File: config.mk
export PLATFORM = sky130hd
export DESIGN_NAME = ias_rsp_queue
export DESIGN_NICKNAME = d
export VERILOG_FILES = /design/src/ias_pkg.sv /design/src/ias_rsp_queue.sv
export SDC_FILE = /design/constraint.sdc
export NUM_CORES = 1
export LEC_CHECK = 0
export BUFFER_PORTS_ARGS = -buffer_cell sky130_fd_sc_hd__buf_2
export CAP_MARGIN = 20
export CORE_AREA = 4 4 262 264
export DETAILED_ROUTE_END_ITERATION = 10
export DIE_AREA = 0 0 266 268
export PLACE_DENSITY_LB_ADDON = 0.1
export SLEW_MARGIN = 20
export SYNTH_ARGS = -nofsm -noshare
export SYNTH_HDL_FRONTEND = slang
export SYNTH_SLANG_ARGS = --single-unit
File: constraint.sdc
create_clock -name clock -period 8.5 [get_ports clock]
set_clock_uncertainty 0.2 [all_clocks]
set_input_delay 0.425 -clock clock [delete_from_list [all_inputs] [get_ports clock]]
set_output_delay 0.425 -clock clock [all_outputs]
set_load 0.02 [all_outputs]
File: src/ias_pkg.sv
`default_nettype none

package ias_pkg;

   // fixed field widths
   localparam int SAMPLE_W = 16;
   localparam int ROW_W    = 26;
   localparam int ROWSQ_W  = 41;
   localparam int AREA_W   = 36;
   localparam int SQ_W     = 51;
   localparam int CFG_W    = 11;

   // register file
   localparam int CSR_INDEX_W     = 1;
   localparam int FRAME_DIM_RESET = 1024;

   typedef enum logic [CSR_INDEX_W-1:0] {
      CSR_FRAME_WIDTH  = 1'b0,
      CSR_FRAME_HEIGHT = 1'b1
   } csr_index_type;

   // result queue
   localparam int RSP_QUEUE_DEPTH = 8;
   localparam int RSP_QUEUE_PTR_W = $clog2(RSP_QUEUE_DEPTH);
   localparam int RSP_QUEUE_CNT_W = $clog2(RSP_QUEUE_DEPTH + 1);

   typedef struct packed {
      logic signed [ROW_W-1:0]  row_sum;
      logic signed [AREA_W-1:0] area_sum;
      logic [SQ_W-1:0]          area_square_sum;
      logic                     end_of_row;
      logic                     end_of_frame;
   } rsp_word_type;

   typedef struct packed {
      logic                       valid;
      logic [RSP_QUEUE_CNT_W-1:0] level;
   } queue_status_type;

endpackage

`default_nettype wire

File: src/ias_rsp_queue.sv
`default_nettype none

module ias_rsp_queue import ias_pkg::*; (
   input  wire logic             clock,
   input  wire logic             reset,
   input  wire logic             push,
   input  wire rsp_word_type     push_word,
   input  wire logic             pop,
   output rsp_word_type          head_word,
   output queue_status_type      status
);

   rsp_word_type                 words_ff [RSP_QUEUE_DEPTH];
   logic [RSP_QUEUE_PTR_W-1:0]   wr_ptr_ff;
   logic [RSP_QUEUE_PTR_W-1:0]   rd_ptr_ff;
   logic [RSP_QUEUE_CNT_W-1:0]   level_ff;
   logic [RSP_QUEUE_CNT_W-1:0]   level_in;

   // pointers and fill level
   always_comb begin
      level_in = level_ff;
      if (push && !pop) begin
         level_in = level_ff + RSP_QUEUE_CNT_W'(1);
      end else if (pop && !push) begin
         level_in = level_ff - RSP_QUEUE_CNT_W'(1);
      end
   end

   always_ff @(posedge clock) begin
      if (reset) begin
         wr_ptr_ff <= '0;
         rd_ptr_ff <= '0;
         level_ff  <= '0;
      end else begin
         level_ff <= level_in;
         if (push) begin
            wr_ptr_ff <= wr_ptr_ff + RSP_QUEUE_PTR_W'(1);
         end
         if (pop) begin
            rd_ptr_ff <= rd_ptr_ff + RSP_QUEUE_PTR_W'(1);
         end
      end
   end

   // word storage
   always_ff @(posedge clock) begin
      if (push) begin
         words_ff[wr_ptr_ff] <= push_word;
      end
   end

   assign head_word    = words_ff[rd_ptr_ff];
   assign status.valid = (level_ff != '0);
   assign status.level = level_ff;

   // no overflow, no underflow, level follows the handshakes
   assert property (@(posedge clock) disable iff (reset)
      push |-> (level_ff < RSP_QUEUE_CNT_W'(RSP_QUEUE_DEPTH)) || pop)
      else $error("rsp queue overflow");

   assert property (@(posedge clock) disable iff (reset)
      pop |-> (level_ff != '0))
      else $error("rsp queue underflow");

   assert property (@(posedge clock) disable iff (reset)
      (push && !pop) |=> (level_ff == $past(level_ff) + RSP_QUEUE_CNT_W'(1)))
      else $error("rsp queue level lost a word");

endmodule

`default_nettype wire

==> results of run 1 <==
-- final cells by class --
type | count | area, um2
Antenna cell | 6 | 15.0
Clock buffer | 122 | 2500
Clock inverter | 44 | 289
Fill cell | 4648 | 25100
Inverter | 2 | 7.51
Multi-Input combinational cell | 396 | 7070
Sequential cell | 933 | 27900
Tap cell | 873 | 1090
Timing Repair Buffer | 380 | 2610
-- state kept, by name, summed over array words and instances, names as in the netlist, named ones only --
register   cells
rd_ptr_ff      3
level_ff       4
words_ff     920
wr_ptr_ff      3
-- timing repair --
| item | 4_1_cts | 5_1_grt |
|---|---|---|
| hold endpoints to repair | 932 | 0 |
| hold buffers | 119 | 0 |
| setup endpoints to repair | 0 | 0 |
-- logic make-up (layout without fill, tap and decap cells) --
logic type	count (synthesis)	after routing	share of synthesized area (%)
XOR/XNOR	6	6	0.148
multiplexers	349	349	18.9
other	0	6	0
adder cells (fa/ha/maj)	6	6	0.233
AND/OR/NAND/NOR	31	31	0.377
buffers and inverters	69	548	1.71
flip-flops	933	933	78.6
AO/OA/AOI/OAI	4	4	0.0670
-- routing by layer --
metal,GRT usage [%],share of wire (%),vias to the layer above,wire length [um]
li1,-,-,6881,-
met1,28.1,43,8481,30400
met5,0,0.018,-,13
met2,33.3,50,389,35200
met3,4.23,5.6,79,3970
met4,4.84,1.5,2,1060
-- stage by stage --
stage	hold slack (ns)	cells	area, um2	setup slack, ns	utilization (%)
6_report	0.328	2756	41500	4.40	62.3
5_1_grt	0.358	2755	41500	4.14	62.3
4_1_cts	0.331	2750	41500	4.27	62.3
3_5_place_dp	0.319	2465	37500	4.95	56.3
3_3_place_gp	0.299	2465	37500	4.95	56.3
2_1_floorplan	0.285	1398	35500	2.37	-
-- power by group --
part           switching, mW  internal [mW]  total (mW)
logic                  0.502          0.419       0.920
clock network           1.61           2.15        3.76
registers             0.0526           5.18        5.23
total                   2.16           7.75        9.91
-- how the worst max path moves through the flow --
stage,to,cells after the start,slack (ns)
final,head_word[63],4,4.40
after global routing,head_word[105],4,4.14
after CTS,head_word[105],4,4.27
after detailed placement,head_word[105],4,4.95
after global placement,head_word[105],4,4.95
after floorplan,words_ff[1][0]$_DFFE_PP_,2,2.37
-- Yosys cell counts (all sizes together) --
cell and count:
nor2 19, or4 1, nand3 1, a31oi 1
nor3 2, buf 48, mux2i 3, mux2 116
a211oi 1, nor2b 1, inv 2, xnor2 3
xor2 3, nand2 4, a21oi 2, clkbuf 19
ha 5, nand2b 3, mux4 230, fa 1
edfxtp 920, dfxtp 13
-- worst max-delay path: stages (launching register included) --
cell     delay [ns]
dfxtp_4        1.01
buf_4          0.87
mux4_2         0.41
mux2_2         0.31
buf_2          0.17
==> out/metrics.yaml, run 1 <==
logic_synthesis:
  ys_seq_elements: 933
  synth-seq-area-share_pct: 78.6
  yosys-top-cells-area: "edfxtp_1, mux4_2, mux4_1, mux2_2, buf_12"
  yosysWarningCount: 0
  synth_cells: 1398
  synth_cell_types: 26
  syn_avg_cell_area_um2: 25.4
  synth_nets: 1523
  synth_top_area_cell: "edfxtp_1"
  netlist.area_leader.share_pct: 77.8
  syn_area_mm2: 0.0355
outcome:
  status: "completed"
floorplanning:
  coreArea_mm2: 0.0666
  die_area_mm2: 0.0713
  rows: 95
  die_w_um: 266
  io_pins: 239
  die_h_um: 268
  start_util_pct: 53.3
critical_path:
  r2r_cells: 4
  reg2reg_to: "words_ff[3][91]$_DFFE_PP_"
  reg2reg_from: "wr_ptr_ff[0]$_SDFFE_PP0P_"
  setup.worst_path.end_class: "output port"
  worstPathArrival_ns: 3.48
  start_kind: "flip-flop"
  worst_ep_required_time_ns: 7.88
  path_max_fanout: 64
  worst-r2r-setup-slack_ns: 5.23
  critPathKind: "reg -> out"
layout:
  mostFrequentLayoutCells: "edfxtp_1, buf_2, mux4_2, dlygate4sd3_1, mux2_2"
  final_common_cell: "edfxtp_1"
  drive_above_1_share_pct: 36.3
  area_growth_pct: 16.9
  fin_nets: 1931
detailed_routing:
  antenna_left: 0
  drcViolationCount: 0
  via_count: 15800
  first_pass_iters: 5
  drt_iter0_drc: 1044
  wirelength_um: 70600
  vias_per_cell: 5.74
  drt-wirelength-per-cell_um: 25.6
power:
  finalPower_mw: 9.91
  peakVddDrop_mv: 0.155
  cellLeakagePower_nw: 13.4
  powerDensity_mw_per_mm2: 239
timing:
  relSlewSlack_pct: 30.8
  fin_crit_sh_pct: 48.3
  rsz0062_at_grt: "no"
  tightest_slew_ns: 1.04
  slew_violations: 0
  hold_violations: 0
  fmax_ghz: 0.244
  finalSetupViolCount: 0
  post-route-min-period_ns: 4.10
  tns_ns: 0
flow_run:
  maxCapViolCount: 0
global_route:
  grt_pass1_wl_um: 107000
  overflow: 0
  grt_start_max_net_pins: 108
  grtUsageTotal_pct: 20.1
  grt_antenna_before_repair: 9
  grt_pass1_vias: 17300
cts:
  clock_latency_ns: 0.62
  cts_setup_buffers: 0
  cts_tree: "yes"
  root_buffer: "clkbuf_16"
  cts_resized: 0
  htree_levels: 3
  numCtsBuffers: 93
  clk_pin_slew_ns: 0.06
  ctsLongestPathBuffers: 3
  clkSinkCount: 933
hold_path:
  hold_start: "rd_ptr_ff[1]$_SDFFE_PP0P_"
  min_path_cells: 2
  min_path_type: "reg -> reg"
placed_design:
  portBuffers: 238
  gp_congestion: 0.711
  hpwlAfterDp_um: 36600
No activity file was read; power rests on OpenSTA's default activity.
==> run 2: changes to the inputs <==
--- a/config.mk
+++ b/config.mk
@@ -5,11 +5,12 @@
 export SDC_FILE = /design/constraint.sdc
 export NUM_CORES = 1
 export LEC_CHECK = 0
+export ABC_AREA = 1
 export BUFFER_PORTS_ARGS = -buffer_cell sky130_fd_sc_hd__buf_2
 export CAP_MARGIN = 20
-export CORE_AREA = 4 4 262 264
+export CORE_AREA = 4 4 254 256
 export DETAILED_ROUTE_END_ITERATION = 10
-export DIE_AREA = 0 0 266 268
+export DIE_AREA = 0 0 258 260
 export PLACE_DENSITY_LB_ADDON = 0.1
 export SLEW_MARGIN = 20
 export SYNTH_ARGS = -nofsm -noshare
==> constraint.sdc (replaced) <==
create_clock -name clock -period 4.1 [get_ports clock]
set_clock_uncertainty 0.2 [all_clocks]
set_input_delay 0.205 -clock clock [delete_from_list [all_inputs] [get_ports clock]]
set_output_delay 0.205 -clock clock [all_outputs]
set_load 0.02 [all_outputs]
==> run 2 against run 1 <==
  * Final area is 3.9% higher
  * Sequential share of layout area shrank 2.5 points
  * Global-route usage up 5.0 points
  * Register-to-register slack lost 3.6 ns
  * Via count is 52% higher
  * Synthesized area grew 4.5%
  * Clock-buffer cell count decreased by 9
  * Utilization grew 6.6 points
  * Combinational power rose to 2.6 times the previous value
  * Worst hold slack got worse by 0.14 ns
  * Routed wire length grew 22%
  * Critical endpoint is now head_word[58]
  * Largest power group unchanged
==> out/metrics.yaml, run 2 <==
outcome:
  status: "completed"
critical_path:
  start_kind: "flip-flop"
  r2r_cells: 3  # -1
  cpMaxStageDelayCell: "dfxtp_4"
  path_max_fanout: 182  # +180%
  setup.worst_path.end_class: "output port"
  worst_ep_required_time_ns: 3.69  # -4.19 ns
  worstPathArrival_ns: 3.00  # -0.48 ns
  critPathKind: "reg -> out"
  cp_cell_sequence: "buf_12 -> nor2_1 -> nor2_1 -> o21ai_0 -> nand2_1 -> nand2_1 -> nand2_1 -> buf_2"
  crit_top_cell: "nand2_1"
  max_stage_delay_ns: 0.76  # -0.25 ns
global_route:
  grt_start_max_net_pins: 183  # +69%
  overflow: 0  # unchanged
  grtUsageTotal_pct: 25.1  # +5.0 points
  use_met2_pct: 42.1  # +8.8 points
  grtUsageMet1_pct: 34.5  # +6.4 points
  top_usage_layer: "met2"
  grt_antenna_before_repair: 12  # +3
  use_met3_pct: 4.42  # +0.19 points
  grt_pass1_wl_um: 131000  # +22%
  grt_pass1_vias: 23600  # +36%
floorplanning:
  die_h_um: 260  # -3.0%
  die_area_mm2: 0.0671  # -5.9%
  rows: 92  # -3.2%
  coreArea_mm2: 0.0625  # -6.1%
  start_util_pct: 59.3  # +6.0 points
  die_w_um: 258  # -3.0%
  io_pins: 239  # unchanged
logic_synthesis:
  ys_seq_elements: 933  # unchanged
  synth.most_common_cell: "nor2_1"
  yosysWarningCount: 0  # unchanged
  synthMuxAreaShare_pct: 0  # -19 points
  syn_avg_cell_area_um2: 11.8  # -54%
  synth_fa_ha_area_share_pct: 0.223  # -0.010 points
  synthTopCellsByCount: "nor2_1, edfxtp_1, nand2_1"
  synth_top_family_by_area: "simple AND/OR/NAND/NOR gates"
  syn_area_mm2: 0.0371  # +4.5%
  synthFlopType: "edfxtp_1"
  synth_nets: 3267  # +110%
  synth_cell_types: 22  # -15%
  yosys.area_share.simple_pct: 15.6  # +15 points
  yosys-top-cells-area: "edfxtp_1, nor2_1, nand2_1, o21ai_1, o21ai_0"
  synth_xor_area_share_pct: 0.0472  # -0.10 points
  synth-seq-area-share_pct: 75.2  # -3.4 points
  async_reset_ff_share_pct: 0  # unchanged
  netlist.area_leader.share_pct: 74.5  # -3.3 points
  synth_cells: 3142  # +120%
  synth_edf_count: 920  # unchanged
  synth_top_area_cell: "edfxtp_1"
  synth_compound_area_share_pct: 6.34  # +6.3 points
cts:
  cts_resized: 0  # unchanged
  ctsHoldBuffers: 119  # unchanged
  clkSinkCount: 933  # unchanged
  cts_setup_buffers: 0  # unchanged
  htree_levels: 3  # unchanged
  ctsLongestPathBuffers: 3  # unchanged
  numCtsBuffers: 90  # -3.2%
  clock_latency_ns: 0.61  # about the same
  cts_tree: "yes"
  root_buffer: "clkbuf_16"
  clk_pin_slew_ns: 0.06  # about the same
timing:
  tightest_slew_ns: 1.04  # +0.00000337 ns
  hold_violations: 0  # unchanged
  holdWs_ns: 0.188  # -0.140 ns
  rsz0062_at_grt: "no"
  fin_crit_sh_pct: 83.1
  slew_violations: 0  # unchanged
  fmax_ghz: 0.294
  finalSetupViolCount: 0  # unchanged
  post-route-min-period_ns: 3.41
  relSlewSlack_pct: 30.6  # -0.16 points
power:
  p_int_mw: 16.1  # +110%
  switchingPower_mw: 5.07  # +130%
  power_frac_clock_pct: 37.9  # about the same
  p_sw_share_pct: 24.0  # +2.1 points
  powerDensity_mw_per_mm2: 491  # +110%
  peakVddDrop_mv: 0.374  # +140%
  cellLeakagePower_nw: 15.9  # +18%
  pwr-share-seq_pct: 51.0  # -1.8 points
  comb_power_share_pct: 11.1  # +1.8 points
layout:
  area_growth_pct: 16.2
  final_common_cell: "nor2_1"
  regArea_mm2: 0.0279  # unchanged
  mostFrequentLayoutCells: "nor2_1, edfxtp_1, nand2_1, o21ai_1, buf_2"
  n_fill_cell: 4415  # -5.0%
  final_core_util_pct: 68.9  # +6.6 points
  drive_above_1_share_pct: 11.7  # -25 points
  multi_input_area_mm2: 0.00831  # +17%
  largest_register_ffs: 920  # unchanged
  reg.largest.list: "words_ff (920), level_ff (4)"
  regMostFlops: "words_ff"
  fin_nets: 3572  # +85%
detailed_routing:
  drt-wirelength-per-cell_um: 19.6  # -23%
  drt_iter0_drc: 2204  # +110%
  wirelength_um: 85800  # +22%
  first_pass_iters: 6  # +1
  via_count: 24100  # +52%
  vias_per_cell: 5.51  # -4.1%
  drcViolationCount: 0  # unchanged
  antenna_left: 0  # unchanged
placed_design:
  gp_congestion: 0.747  # +5.1%
  hpwlAfterDp_um: 41500  # +13%
  portBuffers: 238  # unchanged
hold_path:
  min_path_cells: 2  # unchanged
  min_path_type: "in -> reg"
flow_run:
  maxCapViolCount: 0  # unchanged
==> run 2: worst paths after layout <==
path / start / to / slack (ns)
setup / recovery: flip-flop / head_word[58] / 0.69
hold / removal: push_word[23] / words_ff[7][23]$_DFFE_PP_ / 0.19
setup reg to reg: wr_ptr_ff[0]$_SDFFE_PP0P_ / words_ff[5][106]$_DFFE_PP_ / 1.60
hold reg to reg: wr_ptr_ff[0]$_SDFFE_PP0P_ / wr_ptr_ff[0]$_SDFFE_PP0P_ / 0.30
==> run 2: cell families after synthesis <==
family	count (synthesis)
AO/OA/AOI/OAI	469
XOR/XNOR	2
flip-flops	933
buffers and inverters	192
adder cells (fa/ha/maj)	6
AND/OR/NAND/NOR	1540
==> run 2: metrics by stage <==
step / TNS, ns / cell area, um2 / worst slack (ns) / std cells / power, mW
after CTS: 0 / 43100 / 0.651 / 4364 / 21.3
after global routing: 0 / 43100 / 0.439 / 4371 / 21.9
after detailed placement: 0 / 39000 / 1.38 / 4082 / 13.2
after global placement: 0 / 39000 / 1.40 / 4082 / 13.2
after floorplan: -95.48 / 37100 / -0.208 / 3142 / 12.5
final: 0 / 43100 / 0.694 / 4372 / 21.1
==> run 2: power groups by stage <==
stage	Sequential (mW)	Clock, mW	Combinational (mW)
finish	10.8	8.01	2.35
global route	10.8	8.53	2.62
CTS	10.8	8.14	2.37
detailed placement	11.0	0	2.25
global placement	11.0	0	2.20
floorplan	11.0	0	1.50
==> run 2: critical path: cells and delay by family, from the launching register on <==
family	cells	cell delay (ns)
AOI/OAI and AO/OA	1	0.10
and+or+nand+nor	5	0.57
DFF	1	0.76
buffers and inverters	2	0.84
==> run 2: area by class of cell <==
cell class | instances | area share [%]
Tap cell | 846 | 2.46
Clock buffer | 113 | 5.67
Clock inverter | 50 | 0.961
Inverter | 14 | 0.174
Multi-Input combinational cell | 2017 | 19.3
Sequential cell | 933 | 64.7
Antenna cell | 8 | 0.0465
Timing Repair Buffer | 391 | 6.67
==> run 2: routing by layer <==
metal,up-vias,wire length (um),part of all wire [%]
li1,11400,-,-
met1,11700,35500,41
met2,839,42400,49
met3,127,6170,7.2
met4,6,1750,2.0
met5,-,31,0.036
==> run 3: changes to the inputs <==
--- a/config.mk
+++ b/config.mk
@@ -5,12 +5,12 @@
 export SDC_FILE = /design/constraint.sdc
 export NUM_CORES = 1
 export LEC_CHECK = 0
-export ABC_AREA = 1
+export ABC_AREA = 0
 export BUFFER_PORTS_ARGS = -buffer_cell sky130_fd_sc_hd__buf_2
 export CAP_MARGIN = 20
-export CORE_AREA = 4 4 254 256
+export CORE_AREA = 4 4 262 264
 export DETAILED_ROUTE_END_ITERATION = 10
-export DIE_AREA = 0 0 258 260
+export DIE_AREA = 0 0 266 268
 export PLACE_DENSITY_LB_ADDON = 0.1
 export SLEW_MARGIN = 20
 export SYNTH_ARGS = -nofsm -noshare
==> constraint.sdc (replaced) <==
create_clock -name clock -period 2.9 [get_ports clock]
set_clock_uncertainty 0.2 [all_clocks]
set_input_delay 0.145 -clock clock [delete_from_list [all_inputs] [get_ports clock]]
set_output_delay 0.145 -clock clock [all_outputs]
set_load 0.02 [all_outputs]
==> run 3 against run 2 <==
  * Die area grew 6.3%
  * Worst hold slack worse by 0.074 ns
  * Sequential cell count did not move
  * Critical endpoint is now head_word[112]
  * Largest power group unchanged
==> out/metrics.yaml, run 3 (synthesized netlist as in run 1, its figures left out) <==
floorplanning:
  die_h_um: 268  # +3.1%
  rows: 95  # +3.3%
  coreArea_mm2: 0.0666  # +6.5%
  die_area_mm2: 0.0713  # +6.3%
  io_pins: 239  # unchanged
  die_w_um: 266  # +3.1%
  start_util_pct: 53.3  # -6.0 points
critical_path:
  path_max_fanout: 16  # -91%
  worst_ep_required_time_ns: 2.56  # -1.13 ns
  crit_top_cell: "buf_16"
  worst-r2r-setup-slack_ns: 0.99  # -0.61 ns
  cpMaxStageDelayCell: "mux4_1"
  worstPathArrival_ns: 2.49  # -0.51 ns
  critical-path-top-delay-family: "multiplexers"
  max_stage_delay_ns: 0.57  # -0.19 ns
  setup.worst_path.end_class: "output port"
  critPathKind: "reg -> out"
  start_kind: "flip-flop"
  cp_cell_sequence: "buf_16 -> buf_16 -> mux4_1 -> mux2_2 -> buf_2"
  cp_num_buf_inv: 3  # +1
layout:
  drive_above_1_share_pct: 39.2  # +27 points
  fin_nets: 1975  # -45%
  area_growth_pct: 20.2
  finalInstanceArea_mm2: 0.0427  # -0.96%
  final_cells: 2799  # -36%
  final_common_cell: "edfxtp_1"
  final_core_util_pct: 64.1  # -4.8 points
  reg.largest.list: "words_ff (920), level_ff (4)"
  regMostFlops: "words_ff"
  largest_register_ffs: 920  # unchanged
  n_fill_cell: 4465  # +1.1%
  mostFrequentLayoutCells: "edfxtp_1, buf_2, mux4_2, dlygate4sd3_1, clkbuf_16"
timing:
  hold_violations: 0  # unchanged
  holdWs_ns: 0.115  # -0.0736 ns
  post-route-min-period_ns: 2.83
  fmax_ghz: 0.353
  layout_setup_ws_ns: 0.0651  # -0.629 ns
  relSlewSlack_pct: 62.5  # +32 points
  tightest_slew_ns: 0.562  # -0.476 ns
  rsz0062_at_grt: "yes"
  finalSetupViolCount: 0  # unchanged
  slew_violations: 0  # unchanged
  fin_crit_sh_pct: 97.8
outcome:
  status: "completed"
hold_path:
  min_path_type: "in -> reg"
global_route:
  grt_pass1_vias: 17200  # -27%
  use_met3_pct: 3.52  # -0.91 points
  overflow: 0  # unchanged
  grtUsageTotal_pct: 19.7  # -5.5 points
  grt_pass1_wl_um: 106000  # -20%
  grt_antenna_before_repair: 5  # -7
  top_usage_layer: "met2"
  grtUsageMet1_pct: 26.9  # -7.5 points
  grt_start_max_net_pins: 85  # -54%
  use_met2_pct: 33.4  # -8.7 points
detailed_routing:
  wirelength_um: 71800  # -16%
  antenna_left: 0  # unchanged
  first_pass_iters: 5  # -1
  vias_per_cell: 5.72  # +3.7%
  drcViolationCount: 0  # unchanged
  drt_iter0_drc: 1180  # -46%
  drt-wirelength-per-cell_um: 25.6  # +31%
  via_count: 16000  # -34%
cts:
  numCtsBuffers: 94  # +4.4%
  root_buffer: "clkbuf_16"
  ctsLongestPathBuffers: 3  # unchanged
  clk_pin_slew_ns: 0.06  # about the same
  clock_latency_ns: 0.61  # about the same
  clkSinkCount: 933  # unchanged
  htree_levels: 3  # unchanged
  cts_tree: "yes"
power:
  powerDensity_mw_per_mm2: 697  # +42%
  cellLeakagePower_nw: 13.9  # -12%
  peakVddDrop_mv: 0.549  # +47%
placed_design:
  gp_congestion: 0.701  # -6.1%
  place_ws_ns: 0.526  # -0.859 ns
  portBuffers: 238  # unchanged
  placed_area_mm2: 0.0381  # -2.5%
  hpwlAfterDp_um: 37100  # -11%
  dpl.cell_count: 2487  # -39%
flow_run:
  maxCapViolCount: 0  # unchanged
-- run 3: power by group --
group | internal (mW) | switching (mW)
Combinational | 1.46 | 1.60
Clock | 6.64 | 4.78
Sequential | 15.2 | 0.0980
-- run 3: stage by stage --
step | power, mW | TNS (ns)
2_1_floorplan | 17.4 | -230.00
3_3_place_gp | 18.3 | 0
3_5_place_dp | 18.3 | 0
4_1_cts | 29.9 | -4.25
5_1_grt | 30.9 | -0.0282
6_report | 29.8 | 0
-- run 3: layer usage --
metal / wire length [um] / up-vias
met2: 36600 / 372
met5: 27 / -
met1: 30400 / 8575
li1: - / 6947
met3: 3290 / 104
met4: 1370 / 4
-- run 3: path summary, 6_finish.rpt --
check / cells past startpoint / startpoint / end
max reg2reg: 3 / wr_ptr_ff[0]$_SDFFE_PP0P_ / words_ff[7][13]$_DFFE_PP_
max: 5 / flip-flop / head_word[112]
min: 2 / push_word[22] / words_ff[0][22]$_DFFE_PP_
min reg2reg: 2 / rd_ptr_ff[2]$_SDFFE_PP0P_ / rd_ptr_ff[2]$_SDFFE_PP0P_
-- run 3: layout make-up --
cell class / count / area (um2) / share of cell area [%]
Antenna cell: 2 / 5.00 / 0.0117
Clock buffer: 124 / 2530 / 5.93
Clock inverter: 46 / 372 / 0.871
Inverter: 2 / 7.51 / 0.0176
Multi-Input combinational cell: 396 / 7090 / 16.6
Sequential cell: 933 / 27900 / 65.4
Tap cell: 873 / 1090 / 2.56
Timing Repair Buffer: 423 / 3680 / 8.62
-- run 3: what timing repair did --
item | 4_1_cts | 5_1_grt
setup buffers | 0 | 9
hold buffers | 119 | 0
pin swaps | 0 | 0
endpoints found under the setup margin | 97 | 99
cloned | 0 | 12
hold endpoints to repair | 938 | 0
resized for setup | 56 | 10
